==> src/hw/rtl/swr_pkg.sv <==
// Shared constants and types for the sliding window range block.
`timescale 1ns / 1ps
package swr_pkg;

  localparam int MAX_WINDOW = 32;
  localparam int SLOT_W     = $clog2(MAX_WINDOW);
  localparam int CNT_W      = $clog2(MAX_WINDOW + 1);
  localparam int WL_W       = 6;
  localparam int SAMPLE_W   = 16;
  localparam int VALUE_W    = 17;
  localparam int WL_RESET   = 8;

  typedef struct packed {
    logic valid;
    logic first;
  } mm_ctl_t;

  typedef enum logic [5:0] {
    ST_IDLE   = 6'b000001,
    ST_SCAN   = 6'b000010,
    ST_EMIT   = 6'b000100,
    ST_WRITE  = 6'b001000,
    ST_FL_RD  = 6'b010000,
    ST_FL_OUT = 6'b100000
  } state_t;

endpackage

==> src/hw/rtl/swr_ram.sv <==
// Generic single-write, single-read RAM with registered read data.
`timescale 1ns / 1ps
module swr_ram #(
  parameter int WIDTH = 16,
  parameter int DEPTH = 32,
  localparam int AW   = $clog2(DEPTH)
) (
  input  logic             clk,
  input  logic             we,
  input  logic [AW-1:0]    waddr,
  input  logic [WIDTH-1:0] wdata,
  input  logic             re,
  input  logic [AW-1:0]    raddr,
  output logic [WIDTH-1:0] rdata
);

  logic [WIDTH-1:0] mem [DEPTH];

  always_ff @(posedge clk) begin
    if (we) begin
      mem[waddr] <= wdata;
    end
    if (re) begin
      rdata <= mem[raddr];
    end
  end

endmodule

==> src/hw/rtl/swr_minmax.sv <==
// Running maximum and minimum over the words read back from the ring.
`timescale 1ns / 1ps
module swr_minmax (
  input  logic                                 clk,
  input  swr_pkg::mm_ctl_t                     ctl,
  input  logic signed [swr_pkg::SAMPLE_W-1:0]  din,
  output logic        [swr_pkg::VALUE_W-1:0]   range
);
  import swr_pkg::*;

  logic signed [SAMPLE_W-1:0] mx_r, mx_nxt;
  logic signed [SAMPLE_W-1:0] mn_r, mn_nxt;

  always_comb begin
    mx_nxt = mx_r;
    mn_nxt = mn_r;
    if (ctl.valid) begin
      if (ctl.first) begin
        mx_nxt = din;
        mn_nxt = din;
      end else begin
        if (din > mx_r) mx_nxt = din;
        if (din < mn_r) mn_nxt = din;
      end
    end
  end

  always_ff @(posedge clk) begin
    mx_r <= mx_nxt;
    mn_r <= mn_nxt;
  end

  assign range = {mx_r[SAMPLE_W-1], mx_r} - {mn_r[SAMPLE_W-1], mn_r};

endmodule

==> src/hw/rtl/sliding_window_range.sv <==
// Top level: sliding window max-minus-min with raw tail flush.
//
//  channel  | handshake              | tdata                         | tlast           | tuser
//  ---------+------------------------+-------------------------------+-----------------+-------
//  in_      | in_tvalid / in_tready  | [15:0] sample                 | is_last         | -
//  out_     | out_tvalid / out_tready| [16:0] value, [23:17] zero    | end_of_sequence | is_raw
//  cfg_     | cfg_wr_en              | cfg_wr_data[5:0] window_length| -               | -
//
// Order: a range that is due is scanned first (one ring read per window sample
// through the single read port), then the item is written; raw tail samples follow.
// The ring memory has one read and one write port; the scan is the long pole.
// Reset clears control state only; ring contents are undefined until written.
// Output stalls hold the result register; the next item is taken while a
// result still waits for the consumer.
`timescale 1ns / 1ps
module sliding_window_range (
  input  logic        clk,
  input  logic        rst_n,
  input  logic        in_tvalid,
  output logic        in_tready,
  input  logic [15:0] in_tdata,     // [15:0] sample
  input  logic        in_tlast,     // is_last
  output logic        out_tvalid,
  input  logic        out_tready,
  output logic [23:0] out_tdata,    // [16:0] value, [23:17] zero
  output logic        out_tlast,    // end_of_sequence
  output logic        out_tuser,    // is_raw
  input  logic        cfg_wr_en,
  input  logic [5:0]  cfg_wr_data   // window_length
);
  import swr_pkg::*;

  state_t state_r, state_nxt;

  logic [WL_W-1:0]     wl_r, wl_nxt;
  logic [SLOT_W-1:0]   wp_r, wp_nxt;
  logic [CNT_W-1:0]    held_r, held_nxt;
  logic [CNT_W-1:0]    cnt_r, cnt_nxt;
  logic [SAMPLE_W-1:0] sample_r, sample_nxt;
  logic                last_r, last_nxt;
  logic                rv_r, rv_nxt;
  logic                rfirst_r, rfirst_nxt;

  logic                out_valid_r, out_valid_nxt;
  logic [VALUE_W-1:0]  out_value_r, out_value_nxt;
  logic                out_raw_r, out_raw_nxt;
  logic                out_eos_r, out_eos_nxt;

  logic [CNT_W-1:0]    w_eff;
  logic                out_free;
  logic [SLOT_W-1:0]   base;
  logic                ram_we;
  logic                ram_re;
  logic [SLOT_W-1:0]   ram_raddr;
  logic [SAMPLE_W-1:0] ram_rdata;
  logic [VALUE_W-1:0]  range;
  mm_ctl_t             mm_ctl;

  always_comb begin
    if (wl_r == '0) begin
      w_eff = CNT_W'(1);
    end else if (CNT_W'(wl_r) > CNT_W'(MAX_WINDOW)) begin
      w_eff = CNT_W'(MAX_WINDOW);
    end else begin
      w_eff = CNT_W'(wl_r);
    end
  end

  assign out_free  = !out_valid_r || out_tready;
  assign base      = wp_r - held_r[SLOT_W-1:0];
  assign ram_raddr = base + cnt_r[SLOT_W-1:0];
  assign in_tready = (state_r == ST_IDLE);
  assign mm_ctl    = '{valid: rv_r, first: rfirst_r};

  always_comb begin
    state_nxt     = state_r;
    wl_nxt        = wl_r;
    wp_nxt        = wp_r;
    held_nxt      = held_r;
    cnt_nxt       = cnt_r;
    sample_nxt    = sample_r;
    last_nxt      = last_r;
    rv_nxt        = 1'b0;
    rfirst_nxt    = 1'b0;
    out_valid_nxt = out_valid_r && !out_tready;
    out_value_nxt = out_value_r;
    out_raw_nxt   = out_raw_r;
    out_eos_nxt   = out_eos_r;
    ram_we        = 1'b0;
    ram_re        = 1'b0;

    case (state_r)
      ST_IDLE: begin
        if (in_tvalid) begin
          sample_nxt = in_tdata;
          last_nxt   = in_tlast;
          cnt_nxt    = '0;
          state_nxt  = (held_r >= w_eff) ? ST_SCAN : ST_WRITE;
        end
      end
      ST_SCAN: begin
        if (cnt_r < w_eff) begin
          ram_re     = 1'b1;
          rv_nxt     = 1'b1;
          rfirst_nxt = (cnt_r == '0);
          cnt_nxt    = cnt_r + 1'b1;
        end else if (!rv_r) begin
          state_nxt = ST_EMIT;
        end
      end
      ST_EMIT: begin
        if (out_free) begin
          out_valid_nxt = 1'b1;
          out_value_nxt = range;
          out_raw_nxt   = 1'b0;
          out_eos_nxt   = 1'b0;
          held_nxt      = w_eff - 1'b1;
          state_nxt     = ST_WRITE;
        end
      end
      ST_WRITE: begin
        ram_we   = 1'b1;
        wp_nxt   = wp_r + 1'b1;
        held_nxt = held_r + 1'b1;
        cnt_nxt  = '0;
        state_nxt = last_r ? ST_FL_RD : ST_IDLE;
      end
      ST_FL_RD: begin
        ram_re    = 1'b1;
        state_nxt = ST_FL_OUT;
      end
      ST_FL_OUT: begin
        if (out_free) begin
          out_valid_nxt = 1'b1;
          out_value_nxt = {ram_rdata[SAMPLE_W-1], ram_rdata};
          out_raw_nxt   = 1'b1;
          out_eos_nxt   = (cnt_r + 1'b1 == held_r);
          if (cnt_r + 1'b1 == held_r) begin
            held_nxt  = '0;
            state_nxt = ST_IDLE;
          end else begin
            cnt_nxt   = cnt_r + 1'b1;
            state_nxt = ST_FL_RD;
          end
        end
      end
      default: begin
        state_nxt = ST_IDLE;
      end
    endcase

    if (cfg_wr_en) begin
      wl_nxt   = cfg_wr_data;
      held_nxt = '0;
    end
  end

  always_ff @(posedge clk) begin
    if (!rst_n) begin
      state_r     <= ST_IDLE;
      wl_r        <= WL_W'(WL_RESET);
      wp_r        <= '0;
      held_r      <= '0;
      cnt_r       <= '0;
      rv_r        <= 1'b0;
      rfirst_r    <= 1'b0;
      out_valid_r <= 1'b0;
    end else begin
      state_r     <= state_nxt;
      wl_r        <= wl_nxt;
      wp_r        <= wp_nxt;
      held_r      <= held_nxt;
      cnt_r       <= cnt_nxt;
      rv_r        <= rv_nxt;
      rfirst_r    <= rfirst_nxt;
      out_valid_r <= out_valid_nxt;
    end
  end

  always_ff @(posedge clk) begin
    sample_r    <= sample_nxt;
    last_r      <= last_nxt;
    out_value_r <= out_value_nxt;
    out_raw_r   <= out_raw_nxt;
    out_eos_r   <= out_eos_nxt;
  end

  swr_ram #(
    .WIDTH (SAMPLE_W),
    .DEPTH (MAX_WINDOW)
  ) u_ring (
    .clk   (clk),
    .we    (ram_we),
    .waddr (wp_r),
    .wdata (sample_r),
    .re    (ram_re),
    .raddr (ram_raddr),
    .rdata (ram_rdata)
  );

  swr_minmax u_minmax (
    .clk   (clk),
    .ctl   (mm_ctl),
    .din   (ram_rdata),
    .range (range)
  );

  assign out_tvalid = out_valid_r;
  assign out_tdata  = {7'b0, out_value_r};
  assign out_tlast  = out_eos_r;
  assign out_tuser  = out_raw_r;

endmodule

==> config.mk <==
export PLATFORM = sky130hd
export DESIGN_NAME = sliding_window_range
export DESIGN_NICKNAME = d
export VERILOG_FILES = /design/src/hw/rtl/swr_pkg.sv /design/src/hw/rtl/swr_ram.sv /design/src/hw/rtl/swr_minmax.sv /design/src/hw/rtl/sliding_window_range.sv
export SDC_FILE = /design/constraint.sdc
export NUM_CORES = 1
export LEC_CHECK = 0
export ABC_AREA = 1
export BUFFER_PORTS_ARGS = -buffer_cell sky130_fd_sc_hd__buf_4
export CAP_MARGIN = 30
export CELL_PAD_IN_SITES_DETAIL_PLACEMENT = 0
export CELL_PAD_IN_SITES_GLOBAL_PLACEMENT = 1
export CORE_UTILIZATION = 52
export DETAILED_ROUTE_END_ITERATION = 7
export PLACE_DENSITY = 0.79
export SETUP_SLACK_MARGIN = 0.2
export SYNTH_ARGS = -nofsm -noshare
export SYNTH_HDL_FRONTEND = slang
export SYNTH_SLANG_ARGS = --single-unit
==> constraint.sdc <==
create_clock -name clk -period 4.4 [get_ports clk]
set_clock_uncertainty 0.15 [all_clocks]
set_input_delay 0.44 -clock clk [delete_from_list [all_inputs] [get_ports clk]]
set_output_delay 0.44 -clock clk [all_outputs]
set_load 0.01 [all_outputs]
# After elaboration in Yosys (flattened, before gate mapping)
# Memory sizes are Yosys's and may differ from the RTL's. A register that Yosys moved wholly into a read port is not among the register bits.
# Cells that the tools add are included.
dict set report op_classes {
  addsub 7
  n_lt_le_gt_ge 5
  n_eq_ne 15
  n_mux 39
  bitwise 1
  n_reduce_logical 22
}
# op n
set ops {}
lappend ops {{6-bit two-way mux} 14}
lappend ops {{16-bit two-way mux} 4}
lappend ops {{6-bit one-hot mux with 6 select lines} 1}
lappend ops {{17-bit two-way mux} 2}
lappend ops {{17-bit one-hot mux with 2 select lines} 1}
lappend ops {{6-bit one-hot mux with 4 select lines} 1}
lappend ops {{6-bit one-hot mux with 3 select lines} 1}
lappend ops {{16-bit by 16-bit subtractor with 17-bit output} 1}
lappend ops {{16-bit > comparator} 1}
lappend ops {{16-bit < comparator} 1}
lappend ops {{2-bit != test, second input constant} 8}
lappend ops {{6-bit by 1-bit adder with 6-bit output, second input constant} 2}
lappend ops {{6-bit zero test} 2}
lappend ops {{5-bit two-way mux} 2}
lappend ops {{5-bit AND reduction} 2}
lappend ops {{1-bit two-way mux} 9}
lappend ops {{2-bit AND reduction} 4}
lappend ops {{6-bit by 1-bit == test with 1-bit output, second input constant} 1}
lappend ops {{6-bit by 2-bit == test with 1-bit output, second input constant} 1}
lappend ops {{6-bit by 3-bit == test with 1-bit output, second input constant} 1}
lappend ops {{6-bit by 4-bit == test with 1-bit output, second input constant} 1}
lappend ops {{6-bit by 5-bit == test with 1-bit output, second input constant} 1}
lappend ops {{6-bit == test} 1}
lappend ops {{6-bit == test, second input constant} 1}
lappend ops {{other kinds (19)} 26}
dict set report totals {
  reg_bits 100
  ram_bits 512
  in_bits 28
  word_cells 105
  n_memories 1
}
# memory depth width read_ports rd_ports_with_merged_regs write_ports line
set memory_table {}
lappend memory_table {u_ring.mem 32 16 1 1 1 swr_ram.sv:17} ;# logic [WIDTH-1:0] mem [DEPTH];

# Longest topological paths before layout
# Gate-level depths: netlist (run 1).
dict set report depth {
  depth_word 7
  mapped_depth 15
  ltp_nobuf 15
}

# Cells and area by module
# From an unflattened synthesis (run 1), not the netlist that was laid out.
dict set report unflattened {
  cells_unflattened 2560
  area_unflattened_um2 27875.5
}
# module n_inst cells_per_inst area_each_um2 seq_area_each_um2
set modules_own_cells {}
lappend modules_own_cells {swr_ram 1 1794 21461.8 15855.2}
lappend modules_own_cells {sliding_window_range 1 456 3761.1 1721.7}
lappend modules_own_cells {swr_minmax 1 310 2652.5 960.9}

# Least setup slack after synthesis (run 1)
# Ideal clock, no wire load.
dict set report synth_path {
  path_kind {register -> register}
  startpoint {reg state_r[5]}
  endpoint {mem u_ring.mem[7][0] (enable)}
  setup_time_ns 0.430
  t_arrival_ns 2.729
  t_required_ns 3.820
  slack_ns 1.091
  stages_incl_launch_ff 7
  n_path_buf 1
  path_cell_list {dfxtp_1 > nor2_2 > nand4_1 > buf_2 > nor2_1 > inv_1 > nor4_1}
}
dict set report synth_via {
  elab_chain_cells 4
}
# element line
set synth_rtl {}
lappend synth_rtl {{from (decl)} sliding_window_range.sv:33} ;# state_t state_r, state_nxt;
lappend synth_rtl {{from (signal assigned)} sliding_window_range.sv:169} ;# state_r <= state_nxt;
lappend synth_rtl {{6-bit by 4-bit == test with 1-bit output} sliding_window_range.sv:92} ;# case (state_r)
lappend synth_rtl {{1-bit two-way mux} sliding_window_range.sv:92}
lappend synth_rtl {{1-bit two-way mux} swr_ram.sv:20} ;# if (we) begin
lappend synth_rtl {{1-bit two-way mux (not written as such)} swr_ram.sv:21} ;# mem[waddr] <= wdata;
lappend synth_rtl {{to (decl)} swr_ram.sv:17}
# Every way passes these cells.

# Final worst setup path (run 1)
dict set report layout_path {
  startpoint {reg cnt_r[1]}
  endpoint {reg u_ring.rdata[11] (read register of u_ring.mem), data pin}
}
dict set report layout_via {
  elab_chain_cells 3
  elab_cells_between_ends 4
  cone_classes {add/sub (1); order compare (1); mux (2)}
}
# element line
set layout_rtl {}
lappend layout_rtl {{from (decl)} sliding_window_range.sv:38} ;# logic [CNT_W-1:0] cnt_r, cnt_nxt;
lappend layout_rtl {{from (signal assigned)} sliding_window_range.sv:173} ;# cnt_r <= cnt_nxt;
lappend layout_rtl {{6-bit < comparator} sliding_window_range.sv:102} ;# if (cnt_r < w_eff) begin
lappend layout_rtl {{1-bit two-way mux} sliding_window_range.sv:102}
lappend layout_rtl {{1-bit one-hot mux with 2 select lines} sliding_window_range.sv:92}
lappend layout_rtl {{to (decl)} swr_ram.sv:14} ;# output logic [WIDTH-1:0] rdata
# Several ways; a longest one is shown, not always the timed one.
# A chain may end at the register's enable or synchronous reset.

==> impl_metrics.tcl, run 1 <==
set metrics [dict create \
    critPathLaunchType "register" \
    cts_sinks 628 \
    timing.critical_path.slowest_cell_delay_ns 1.07 \
    detail_route.vias_per_cell 5.856 \
    cts_made_buffers 66 \
    cp.arrival_ns 4.18 \
    final-setup-viol-count 0 \
    hold_start "cfg_wr_en" \
    crit_fanout 92 \
    placeable_core_region_sq_mm 0.05141 \
    finish.net_count 2431 \
    main_synth_ff_type "sky130_fd_sc_hd__edfxtp_1" \
    cp_slowest_cell "sky130_fd_sc_hd__fa_4" \
    avgSynthCellArea_sq_um 12.26 \
    die_area_sq_mm 0.05309 \
    run_status "complete, no violations" \
    overflow 0 \
    timing.max_cap.violations 0 \
    ys_ff_latch 628 \
    syn-instance-count 2213 \
    floorplan.initialDensity_pct 52.78 \
    commonest_non_fill_non_tap_cell_in_the_layout "sky130_fd_sc_hd__edfxtp_1" \
    track_usage_pct 25.07 \
    hpwl_mm 39.68 \
    fin_worst_hold_slack_ns 0.02071 \
    hold_violations 0 \
    path_buf_inv 3 \
    clkLatencyLatePin_ns 0.61 \
    wl_per_cell_microns 21.43 \
    ctsHoldBuffers 28 \
    pd_cells_mw_per_mm2 663.9 \
    cp_cell_sequence "inv_1 -> fa_1 -> inv_1 -> fa_4 -> buf_12 -> o21ai_0 -> o32ai_1 -> nand2_1 -> nand3_1 -> nand3_1 -> nand2_1" \
    rows 83 \
    layout-drive-gt1-share_pct 10.82 \
    routabilityCongestion 0.8984 \
    max_freq_mhz 258.8 \
    crit_type "register to register" \
    grt_first_pass_wirelength_mm 100.6 \
    dr.first_iter.drc_count 1733 \
    stdcell_area_sq_mm 0.03113 \
    routed-via-count 17896 \
    regToRegEndpoint "u_ring.rdata[11]" \
    grt_start_max_net_pins 152 \
    placement.io_buffers 48 \
    layout_worst_path_cycle_share_pct 87.81 \
    insertedDiodeCount 0 \
    hp-class "input pin to register" \
    clockBufferDepth 3 \
    leakage_uw 0.01106 \
    yosys_warnings 0 \
    die_h_microns 230.4 \
    worst_slew_pin_slew_ns 0.9544 \
    final_cell_mix "sky130_fd_sc_hd__edfxtp_1, sky130_fd_sc_hd__nor2_1, sky130_fd_sc_hd__nand2_1, sky130_fd_sc_hd__o21ai_0, sky130_fd_sc_hd__nand3_1" \
    postPlaceCellArea_sq_mm 0.02868 \
    htree_num_levels 3 \
    timing.hold.worst_endpoint "wl_r[0]" \
    postCtsSetupBuffers 0 \
    endpoint_kind "register" \
    cts.root.buffer_cell "sky130_fd_sc_hd__clkbuf_16" \
    grt_antenna_before_repair 0 \
    final_antenna_net_count 0 \
    synthToLayoutAreaGrowth_pct 14.75 \
    min_path_cells 3 \
    cpLargestDelayFamily "adder cells" \
    detail_route.first_pass.iterations 7 \
    post-route-drc-count 0 \
    number_of_enable_flip_flop_cells_after_synthesis 596 \
    synth_seq_area_share_pct 68.33 \
    slew-limit-headroom_pct 36.14 \
    postCtsResizedCells 0 \
    reg2reg_setup_slack_ns 0.54 \
    regToRegStartpoint "cnt_r[1]" \
    final_number_of_max_transition_violations 0 \
    timing.critical_path.required_ns 4.72 \
    yosysUniqueCellTypes 53 \
    period_needed_ns 3.864 \
    ios 56 \
    vdd.ir_drop.worst_mv 0.7477 \
    clk_transition_reported_paths_ns 0.07 \
    fin_tns_setup_ns 0 \
    grt_pass1_vias 17286 \
    fp.dieW_microns 230.4 \
    setup_repair_after_global_routing_missed_its_margin "false" \
    r2r.worst_path.cells 11 \
    ys_async_sr_fraction_pct 0 \
    sum_of_routed_wire_length_over_all_layers_mm 65.50 \
    tritoncts "done" \
    netlist_area_before_placement_sq_mm 0.02713 \
]
## where the power goes
| part | total (uW) | internal [uW] | switching, uW |
|---|---|---|---|
| Clock | 5620 | 3340 | 2270 |
| Sequential | 7300 | 7150 | 152 |
| Combinational | 7750 | 2350 | 5410 |
## registers in the layout (all words and copies together), names as in the netlist
register	count
last_r	1
u_minmax.mx_r	16
sample_r	16
state_r	6
wp_r	5
wl_r	6
u_ring.rdata	16
held_r	6
rv_r	1
u_ring.mem	512
out_value_r	17
cnt_r	6
out_tuser	1
rfirst_r	1
out_tvalid	1
out_tlast	1
u_minmax.mn_r	16
## worst reg2reg max path, delay by kind of cell, from the launching register on
family | cells | cell delay [ns]
buffers and inverters | 3 | 0.57
flip-flops | 1 | 0.44
adder cells (fa/ha/maj) | 2 | 1.59
AND/OR/NAND/NOR | 4 | 0.54
AO/OA/AOI/OAI | 2 | 0.46
## synthesized netlist by cell type, types with 4 or more instances
| cell type | number | area (sq um) |
|---|---|---|
| sky130_fd_sc_hd__xnor2_1 | 4 | 35.03 |
| sky130_fd_sc_hd__clkbuf_1 | 51 | 191.4 |
| sky130_fd_sc_hd__ha_1 | 71 | 888.4 |
| sky130_fd_sc_hd__dfxtp_1 | 32 | 640.6 |
| sky130_fd_sc_hd__o221ai_1 | 60 | 525.5 |
| sky130_fd_sc_hd__inv_1 | 115 | 431.7 |
| sky130_fd_sc_hd__nand3_1 | 137 | 685.7 |
| sky130_fd_sc_hd__nor3_1 | 11 | 55.05 |
| sky130_fd_sc_hd__xor2_1 | 6 | 52.55 |
| sky130_fd_sc_hd__nand2_1 | 278 | 1044 |
| sky130_fd_sc_hd__nor2_2 | 5 | 31.28 |
| sky130_fd_sc_hd__inv_2 | 4 | 15.01 |
| sky130_fd_sc_hd__nand4_1 | 15 | 93.84 |
| sky130_fd_sc_hd__nor2_1 | 361 | 1355 |
| sky130_fd_sc_hd__o22ai_1 | 5 | 31.28 |
| sky130_fd_sc_hd__or2_2 | 7 | 43.79 |
| sky130_fd_sc_hd__edfxtp_1 | 596 | 17900 |
| sky130_fd_sc_hd__buf_2 | 35 | 175.2 |
| sky130_fd_sc_hd__o32ai_1 | 64 | 560.5 |
| sky130_fd_sc_hd__a21oi_1 | 52 | 260.3 |
| sky130_fd_sc_hd__mux2i_1 | 64 | 640.6 |
| sky130_fd_sc_hd__buf_4 | 20 | 150.1 |
| sky130_fd_sc_hd__o21ai_0 | 167 | 835.8 |
| sky130_fd_sc_hd__fa_1 | 5 | 100.1 |
## worst max-delay path by stage
| stage | from | end | slack (ns) | depth (start not counted) |
|---|---|---|---|---|
| after floorplan | state_r[5] | u_ring.mem[7][0] | 1.09 | 6 |
| after global placement | cnt_r[1] | u_ring.rdata[11] | 0.62 | 11 |
| after detailed placement | cnt_r[1] | u_ring.rdata[11] | 0.59 | 11 |
| after CTS | cnt_r[1] | u_ring.rdata[11] | 0.55 | 11 |
| after global routing | cnt_r[1] | u_ring.rdata[13] | 0.32 | 11 |
| final | cnt_r[1] | u_ring.rdata[11] | 0.54 | 11 |
## kinds of logic (layout without fill, tap and decap cells)
group | Yosys count | count (layout) | synth area share, %
xor+xnor | 12 | 12 | 0.4428
flops | 628 | 628 | 68.33
other cells | 1 | 7 | 0.01382
fa+ha+maj | 76 | 76 | 3.643
compound gates | 369 | 369 | 8.740
mux | 64 | 64 | 2.361
buf+inv | 235 | 392 | 3.819
simple gates | 828 | 828 | 12.65
## per-stage QoR
step / cells / util, % / power [uW] / setup WS, ns
after floorplan: 2219 / - / 12300 / 1.091
after global placement: 2902 / 55.39 / 14830 / 0.6211
after detailed placement: 2911 / 55.79 / 15040 / 0.5863
after CTS: 3056 / 60.56 / 20660 / 0.5520
after global routing: 3056 / 60.56 / 21650 / 0.3210
final: 3056 / 60.56 / 20670 / 0.5364
## final cells by class
cell class	instances	area, sq um
fillers	3981	20270
flip-flops and latches	628	18540
multi-input cells	1356	7659
clock buffers	81	1772
repair buffers	153	1449
well taps	680	850.8
inverters	122	465.4
clock inverters	36	397.9
## per-layer routing
| metal | global-route usage (%) | routed length, microns |
|---|---|---|
| met5 | 0 | 0 |
| met4 | 9.313 | 1859 |
| met3 | 3.804 | 4544 |
| met2 | 40.78 | 31370 |
| met1 | 34.28 | 27720 |
(Power assumes the default switching activity.)
==> run 2: changes to the inputs <==
==> constraint.sdc (replaced) <==
create_clock -name clk -period 3.9 [get_ports clk]
set_clock_uncertainty 0.15 [all_clocks]
set_input_delay 0.39 -clock clk [delete_from_list [all_inputs] [get_ports clk]]
set_output_delay 0.39 -clock clk [all_outputs]
set_load 0.01 [all_outputs]
==> run 2 against run 1 <==
Compared with the run above: global-route usage is 0.83 points higher; design area is 0.59% higher; sequential share of layout area is 0.35 points lower; critical endpoint is now u_ring.rdata[6]; die area stayed put.
==> impl_metrics.tcl, run 2 (synthesis results as in run 1) <==
set metrics [dict create \
    clkLatencyLatePin_ns 0.59 \
    die_h_microns 230.4 \
    grt_start_max_net_pins 90 \
    reg_with_most_ffs "u_ring.mem" \
    setup_repair_after_global_routing_missed_its_margin "false" \
    final-setup-viol-count 0 \
    slew-limit-headroom_pct 34.00 \
    placement.io_buffers 48 \
    overflow 0 \
    timing.max_cap.violations 0 \
    clk_transition_reported_paths_ns 0.06 \
    fin_tns_setup_ns 0 \
    fill_cells 3938 \
    placeable_core_region_sq_mm 0.05141 \
    dr.first_iter.drc_count 1795 \
    max_freq_mhz 283.0 \
    crit_fanout 28 \
    tritoncts "done" \
    largest_register_ffs 512 \
    fp.dieW_microns 230.4 \
    reg_top3 "u_ring.mem (512), out_value_r (17)" \
    finalWorstSetupSlack_ns 0.3663 \
    detail_route.vias_per_cell 5.888 \
    endpoint_kind "register" \
    run_status "complete, no violations" \
    post-route-drc-count 0 \
    final_number_of_max_transition_violations 0 \
    cts_made_buffers 66 \
    ios 56 \
    layout_worst_path_cycle_share_pct 90.61 \
    pd_cells_mw_per_mm2 750.4 \
    postPlaceCellArea_sq_mm 0.02876 \
    synthToLayoutAreaGrowth_pct 15.42 \
    floorplan.initialDensity_pct 52.78 \
    clockBufferDepth 3 \
    finish.net_count 2452 \
    sum_of_routed_wire_length_over_all_layers_mm 68.61 \
    period_needed_ns 3.534 \
    wl_per_cell_microns 22.28 \
    timing.critical_path.required_ns 4.19 \
    layout-drive-gt1-share_pct 11.75 \
    regToRegEndpoint "u_ring.rdata[6]" \
    final_cell_mix "sky130_fd_sc_hd__edfxtp_1, sky130_fd_sc_hd__nor2_1, sky130_fd_sc_hd__nand2_1, sky130_fd_sc_hd__o21ai_0, sky130_fd_sc_hd__nand3_1" \
    min_path_cells 4 \
    reg2reg_setup_slack_ns 0.37 \
    hpwl_mm 42.39 \
    r2r.worst_path.cells 12 \
    rows 83 \
    detailedPlace.worstSlack_ns 0.1627 \
    timing.hold.worst_endpoint "held_r[0]" \
    vdd.ir_drop.worst_mv 0.5508 \
    critPathLaunchType "register" \
    grt_antenna_before_repair 0 \
    routabilityCongestion 0.8808 \
    hp-class "input pin to register" \
    htree_num_levels 3 \
    grt_first_pass_wirelength_mm 103.2 \
    cp.arrival_ns 3.83 \
    regToRegStartpoint "wp_r[1]" \
    worst_slew_pin_slew_ns 0.9901 \
    track_usage_pct 25.90 \
    crit_type "register to register" \
    hold_start "cfg_wr_en" \
    commonest_non_fill_non_tap_cell_in_the_layout "sky130_fd_sc_hd__edfxtp_1" \
    total_power_uw 23500 \
    routed-via-count 18134 \
    die_area_sq_mm 0.05309 \
    final_antenna_net_count 0 \
    cts_sinks 628 \
    hold_violations 0 \
    grt_pass1_vias 17654 \
    cts.root.buffer_cell "sky130_fd_sc_hd__clkbuf_16" \
    leakage_uw 0.01117 \
    stdcell_area_sq_mm 0.03131 \
    detail_route.first_pass.iterations 5 \
]
run 2: cell count changes in the layout (fill, tap and decap cells not counted), sizes merged:
cell / change
buf: +15
clkbuf: +7
bufinv: -6
clkinv: +6
dlygate4sd3: +2
inv: -2
bufbuf: +1
diode: +1
run 2: where the power goes:
part	switching (uW)	total, uW	internal, uW
registers	254	8320	8070
logic	6280	9260	2980
clock network	2530	5920	3380
run 2: stage by stage:
stage	utilization [%]	hold WS, ns	instances
finish	60.92	0.06187	3080
global route	60.91	0.08276	3079
CTS	60.55	0.03387	3072
detailed placement	55.95	0.3306	2922
global placement	55.65	0.3267	2915
floorplan	-	0.3117	2219
run 2: layer usage:
metal	global-route usage, %	share of wire (%)
met1	35.23	41
met3	4.249	8.3
met5	0	0
met4	10.14	3.2
met2	41.84	47
run 2: critical path, cell delays in order, from the launching register on:
cell	delay [ns]
sky130_fd_sc_hd__dfxtp_1	0.40
sky130_fd_sc_hd__inv_1	0.12
sky130_fd_sc_hd__fa_1	0.51
sky130_fd_sc_hd__inv_1	0.08
sky130_fd_sc_hd__fa_4	0.80
sky130_fd_sc_hd__buf_12	0.20
sky130_fd_sc_hd__buf_16	0.20
sky130_fd_sc_hd__o21ai_0	0.11
sky130_fd_sc_hd__o32ai_1	0.20
sky130_fd_sc_hd__nand2_1	0.11
sky130_fd_sc_hd__nand3_2	0.15
sky130_fd_sc_hd__nand3_1	0.17
sky130_fd_sc_hd__nand2_1	0.12
run 2: how the worst max path moves through the flow:
stage / slack (ns) / to / cells after the start / from
finish: 0.37 / u_ring.rdata[6] / 12 / wp_r[1]
floorplan: 0.59 / u_ring.mem[7][0] / 6 / state_r[5]
global placement: 0.23 / u_ring.rdata[6] / 12 / wp_r[1]
CTS: 0.20 / u_ring.rdata[6] / 12 / wp_r[1]
global route: 0.23 / u_ring.rdata[13] / 12 / wp_r[1]
detailed placement: 0.16 / u_ring.rdata[6] / 12 / wp_r[1]
run 2: timing repair:
| item | in CTS | in global routing |
|---|---|---|
| endpoints found under the hold margin | 28 | 0 |
| pin swaps | 0 | 1 |
| gates resized for setup | 2 | 10 |
| setup endpoints to repair | 3 | 9 |
| cloned | 1 | 3 |
| setup buffers | 0 | 3 |
| hold buffers | 30 | 0 |
run 2: layout make-up:
| type | count | area, sq um | share of cell area, % |
|---|---|---|---|
| repair buffers | 174 | 1740 | 5.558 |
| multi-input cells | 1356 | 7694 | 24.57 |
| clock inverters | 34 | 236.5 | 0.7552 |
| diodes | 1 | 2.502 | 0.007991 |
| clock buffers | 85 | 1787 | 5.706 |
| flip-flops and latches | 628 | 18540 | 59.20 |
| well taps | 680 | 850.8 | 2.717 |
| inverters | 122 | 465.4 | 1.486 |
==> run 3: changes to the inputs <==
--- a/config.mk
+++ b/config.mk
@@ -5,12 +5,11 @@
 export SDC_FILE = /design/constraint.sdc
 export NUM_CORES = 1
 export LEC_CHECK = 0
-export ABC_AREA = 1
 export BUFFER_PORTS_ARGS = -buffer_cell sky130_fd_sc_hd__buf_4
 export CAP_MARGIN = 30
 export CELL_PAD_IN_SITES_DETAIL_PLACEMENT = 0
 export CELL_PAD_IN_SITES_GLOBAL_PLACEMENT = 1
-export CORE_UTILIZATION = 52
+export CORE_UTILIZATION = 55
 export DETAILED_ROUTE_END_ITERATION = 7
 export PLACE_DENSITY = 0.79
 export SETUP_SLACK_MARGIN = 0.2
==> run 3 against run 2 <==
Compared with the run above: the flow now finishes with violations (DRC); highest routed layer unchanged; sequential share of layout area up 1.2 points; count of clock-buffer cells in the layout down 14; final cell count down 28%; first-iteration DRC count down 22%; critical path type unchanged; register-to-register slack worse by 0.16 ns; synthesized cell count down 37%; global-route usage down 0.33 points.
==> impl_metrics.tcl, run 3 <==
set metrics [dict create \
    run_status "finished, violations left" \
    violations "DRC" \
    reg2reg_setup_slack_ns 0.20 \
    wl_met2_mm 30.26 \
    layout-drive-gt1-share_pct 28.86 \
    regToRegEndpoint "u_ring.rdata[5]" \
    reg_with_most_ffs "u_ring.mem" \
    syn-instance-count 1389 \
    clockBufferDepth 3 \
    final-setup-viol-count 0 \
    crit_type "register to register" \
    worst_slew_pin_slew_ns 1.096 \
    met1Wirelength_mm 24.17 \
    track_usage_pct 25.57 \
    ios 56 \
    hold_violations 0 \
    main_synth_ff_type "sky130_fd_sc_hd__edfxtp_1" \
    commonest_non_fill_non_tap_cell_in_the_layout "sky130_fd_sc_hd__edfxtp_1" \
    regToRegStartpoint "wp_r[1]" \
    grt_first_pass_wirelength_mm 87.93 \
    hpwl_mm 33.54 \
    final_antenna_net_count 0 \
    routed-via-count 13789 \
    die_area_sq_mm 0.04840 \
    detail_route.first_pass.iterations 7 \
    tritoncts "done" \
    fin_worst_hold_slack_ns 0.1652 \
    yosysUniqueCellTypes 67 \
    vdd.ir_drop.worst_mv 0.3855 \
    timing.critical_path.required_ns 4.13 \
    period_needed_ns 3.695 \
    leakage_uw 0.01020 \
    grt_antenna_before_repair 0 \
    fp.dieW_microns 220 \
    avgSynthCellArea_sq_um 18.82 \
    yosysTopAreaCellShare_pct 68.47 \
    wl_per_cell_microns 27.30 \
    clkLatencyLatePin_ns 0.64 \
    cts_made_buffers 60 \
    ys_ff_latch 628 \
    placeable_core_region_sq_mm 0.04675 \
    synth_top_cells_by_count "sky130_fd_sc_hd__edfxtp_1, sky130_fd_sc_hd__mux4_2, sky130_fd_sc_hd__nor2_1" \
    met3_wirelength_mm 3.954 \
    maxUsedRoutingLayer "met4" \
    dr.first_iter.drc_count 1401 \
    placement.io_buffers 48 \
    detail_route.vias_per_cell 6.217 \
    routabilityCongestion 0.7958 \
    ff_latch_area_sq_mm 0.01854 \
    fill_cells 3036 \
    final_cell_mix "sky130_fd_sc_hd__edfxtp_1, sky130_fd_sc_hd__mux4_2, sky130_fd_sc_hd__buf_4, sky130_fd_sc_hd__ha_1, sky130_fd_sc_hd__clkbuf_16" \
    finish.net_count 1666 \
    ys_async_sr_fraction_pct 0 \
    total_power_uw 15810 \
    yosys_warnings 0 \
    sum_of_routed_wire_length_over_all_layers_mm 60.55 \
    die_h_microns 220 \
    synthToLayoutAreaGrowth_pct 17.45 \
    post-place-cells 2048 \
    max_freq_mhz 270.6 \
    synth_seq_area_share_pct 70.92 \
    critPathLaunchType "register" \
    rows 79 \
    pd_cells_mw_per_mm2 514.8 \
    htree_num_levels 2 \
    post-route-drc-count 8 \
    insertedDiodeCount 0 \
    yosys-top-cells-area "sky130_fd_sc_hd__edfxtp_1, sky130_fd_sc_hd__mux4_2, sky130_fd_sc_hd__ha_1" \
    floorplan.initialDensity_pct 55.91 \
    reg_top3 "u_ring.mem (512), out_value_r (17)" \
    grt_start_max_net_pins 45 \
    synthMostInstantiatedCell "sky130_fd_sc_hd__edfxtp_1" \
    finalNonFillerCells 2218 \
    synth_top_cell_by_area "sky130_fd_sc_hd__edfxtp_1" \
    endpoint "u_ring.rdata[5]" \
    r2r.worst_path.cells 10 \
    cts_sinks 628 \
    netlist_area_before_placement_sq_mm 0.02614 \
    crit_fanout 8 \
    area_of_combinational_cells_with_multiple_inputs_sq_mm 0.007296 \
    grt_pass1_vias 13936 \
    slew-limit-headroom_pct 26.95 \
    largest_register_ffs 512 \
    cts.root.buffer_cell "sky130_fd_sc_hd__clkbuf_16" \
    final_number_of_max_transition_violations 0 \
    clk_transition_reported_paths_ns 0.06 \
    timing.max_cap.violations 0 \
    overflow 0 \
    number_of_enable_flip_flop_cells_after_synthesis 596 \
    hp-class "input pin to register" \
    cp.arrival_ns 3.92 \
    endpoint_kind "register" \
    setup_repair_after_global_routing_missed_its_margin "true" \
    crit_start "wp_r[1]" \
    layout_worst_path_cycle_share_pct 94.75 \
    fin_tns_setup_ns 0 \
]
## run 3: changes by cell type after synthesis, sizes merged, moves of 16 or more
cell,delta
mux2,+17
mux4,+160
nand2,-234
o221ai,-60
o32ai,-62
xnor2,+16
mux2i,-54
nand3,-118
nor2,-292
inv,-62
buf,-41
o21ai,-139
## run 3: worst min-delay path by stage
stage / startpoint / to / slack, ns / cells after the start
4_1_cts: cfg_wr_en / held_r[2] / 0.13 / 3
6_report: cfg_wr_en / held_r[2] / 0.17 / 3
3_5_place_dp: wl_r[2] / wl_r[2] / 0.39 / 2
5_1_grt: in_tvalid / state_r[4] / 0.19 / 4
3_3_place_gp: wl_r[2] / wl_r[2] / 0.39 / 2
2_1_floorplan: wp_r[1] / wp_r[1] / 0.33 / 2
## run 3: cell families after synthesis
kind of cell | Yosys count | share of synthesized area, %
compound gates | 132 | 3.360
simple gates | 214 | 4.031
mux | 187 | 14.92
fa+ha+maj | 76 | 3.782
xor+xnor | 32 | 1.072
other cells | 1 | 0.01435
flops | 628 | 70.92
buf+inv | 119 | 1.905
## run 3: through the flow
stage          instance area (sq um)  utilization (%)  setup WS [ns]
2_1_floorplan                  26160                -         0.2085
3_3_place_gp                   27700            59.24        0.06639
3_5_place_dp                   27700            59.24       0.007429
4_1_cts                        30390            65.01         0.1838
5_1_grt                        30700            65.66         0.1501
6_report                       30700            65.66         0.2047
## run 3: power by group
part	total, uW	internal [uW]	switching [uW]
clock network	6160	3600	2560
logic	1820	960	859
registers	7830	7650	179
## run 3: timing repair
action                     CTS  global route
pin swaps                    3             0
setup buffers                7             4
setup endpoints to repair   16            16
resized for setup           16             4
hold endpoints to repair    29             0
cloned                       5             2
hold buffers                33             0
## run 3: final cells by class
type	instances	area share (%)
sequential	628	60.39
multi-input combinational	648	23.76
timing repair buffer	165	5.844
clock buffer	71	5.192
tap	607	2.474
clock inverter	40	1.606
inverter	59	0.7254
## run 3: worst max-delay path: stages (launching register included)
cell and delay (ns):
sky130_fd_sc_hd__dfxtp_2 0.33, sky130_fd_sc_hd__inv_2 0.04, sky130_fd_sc_hd__fa_1 0.52, sky130_fd_sc_hd__inv_2 0.05
sky130_fd_sc_hd__fa_4 0.76, sky130_fd_sc_hd__buf_12 0.15, sky130_fd_sc_hd__buf_12 0.15, sky130_fd_sc_hd__buf_16 0.13
sky130_fd_sc_hd__mux4_2 0.30, sky130_fd_sc_hd__mux4_2 0.55, sky130_fd_sc_hd__mux2_4 0.29
## run 3: layer usage
metal	track usage, %	up-vias
met5	0	-
met4	10.32	0
met3	3.630	120
met2	42.35	625
met1	34.37	7112
li1	-	5932
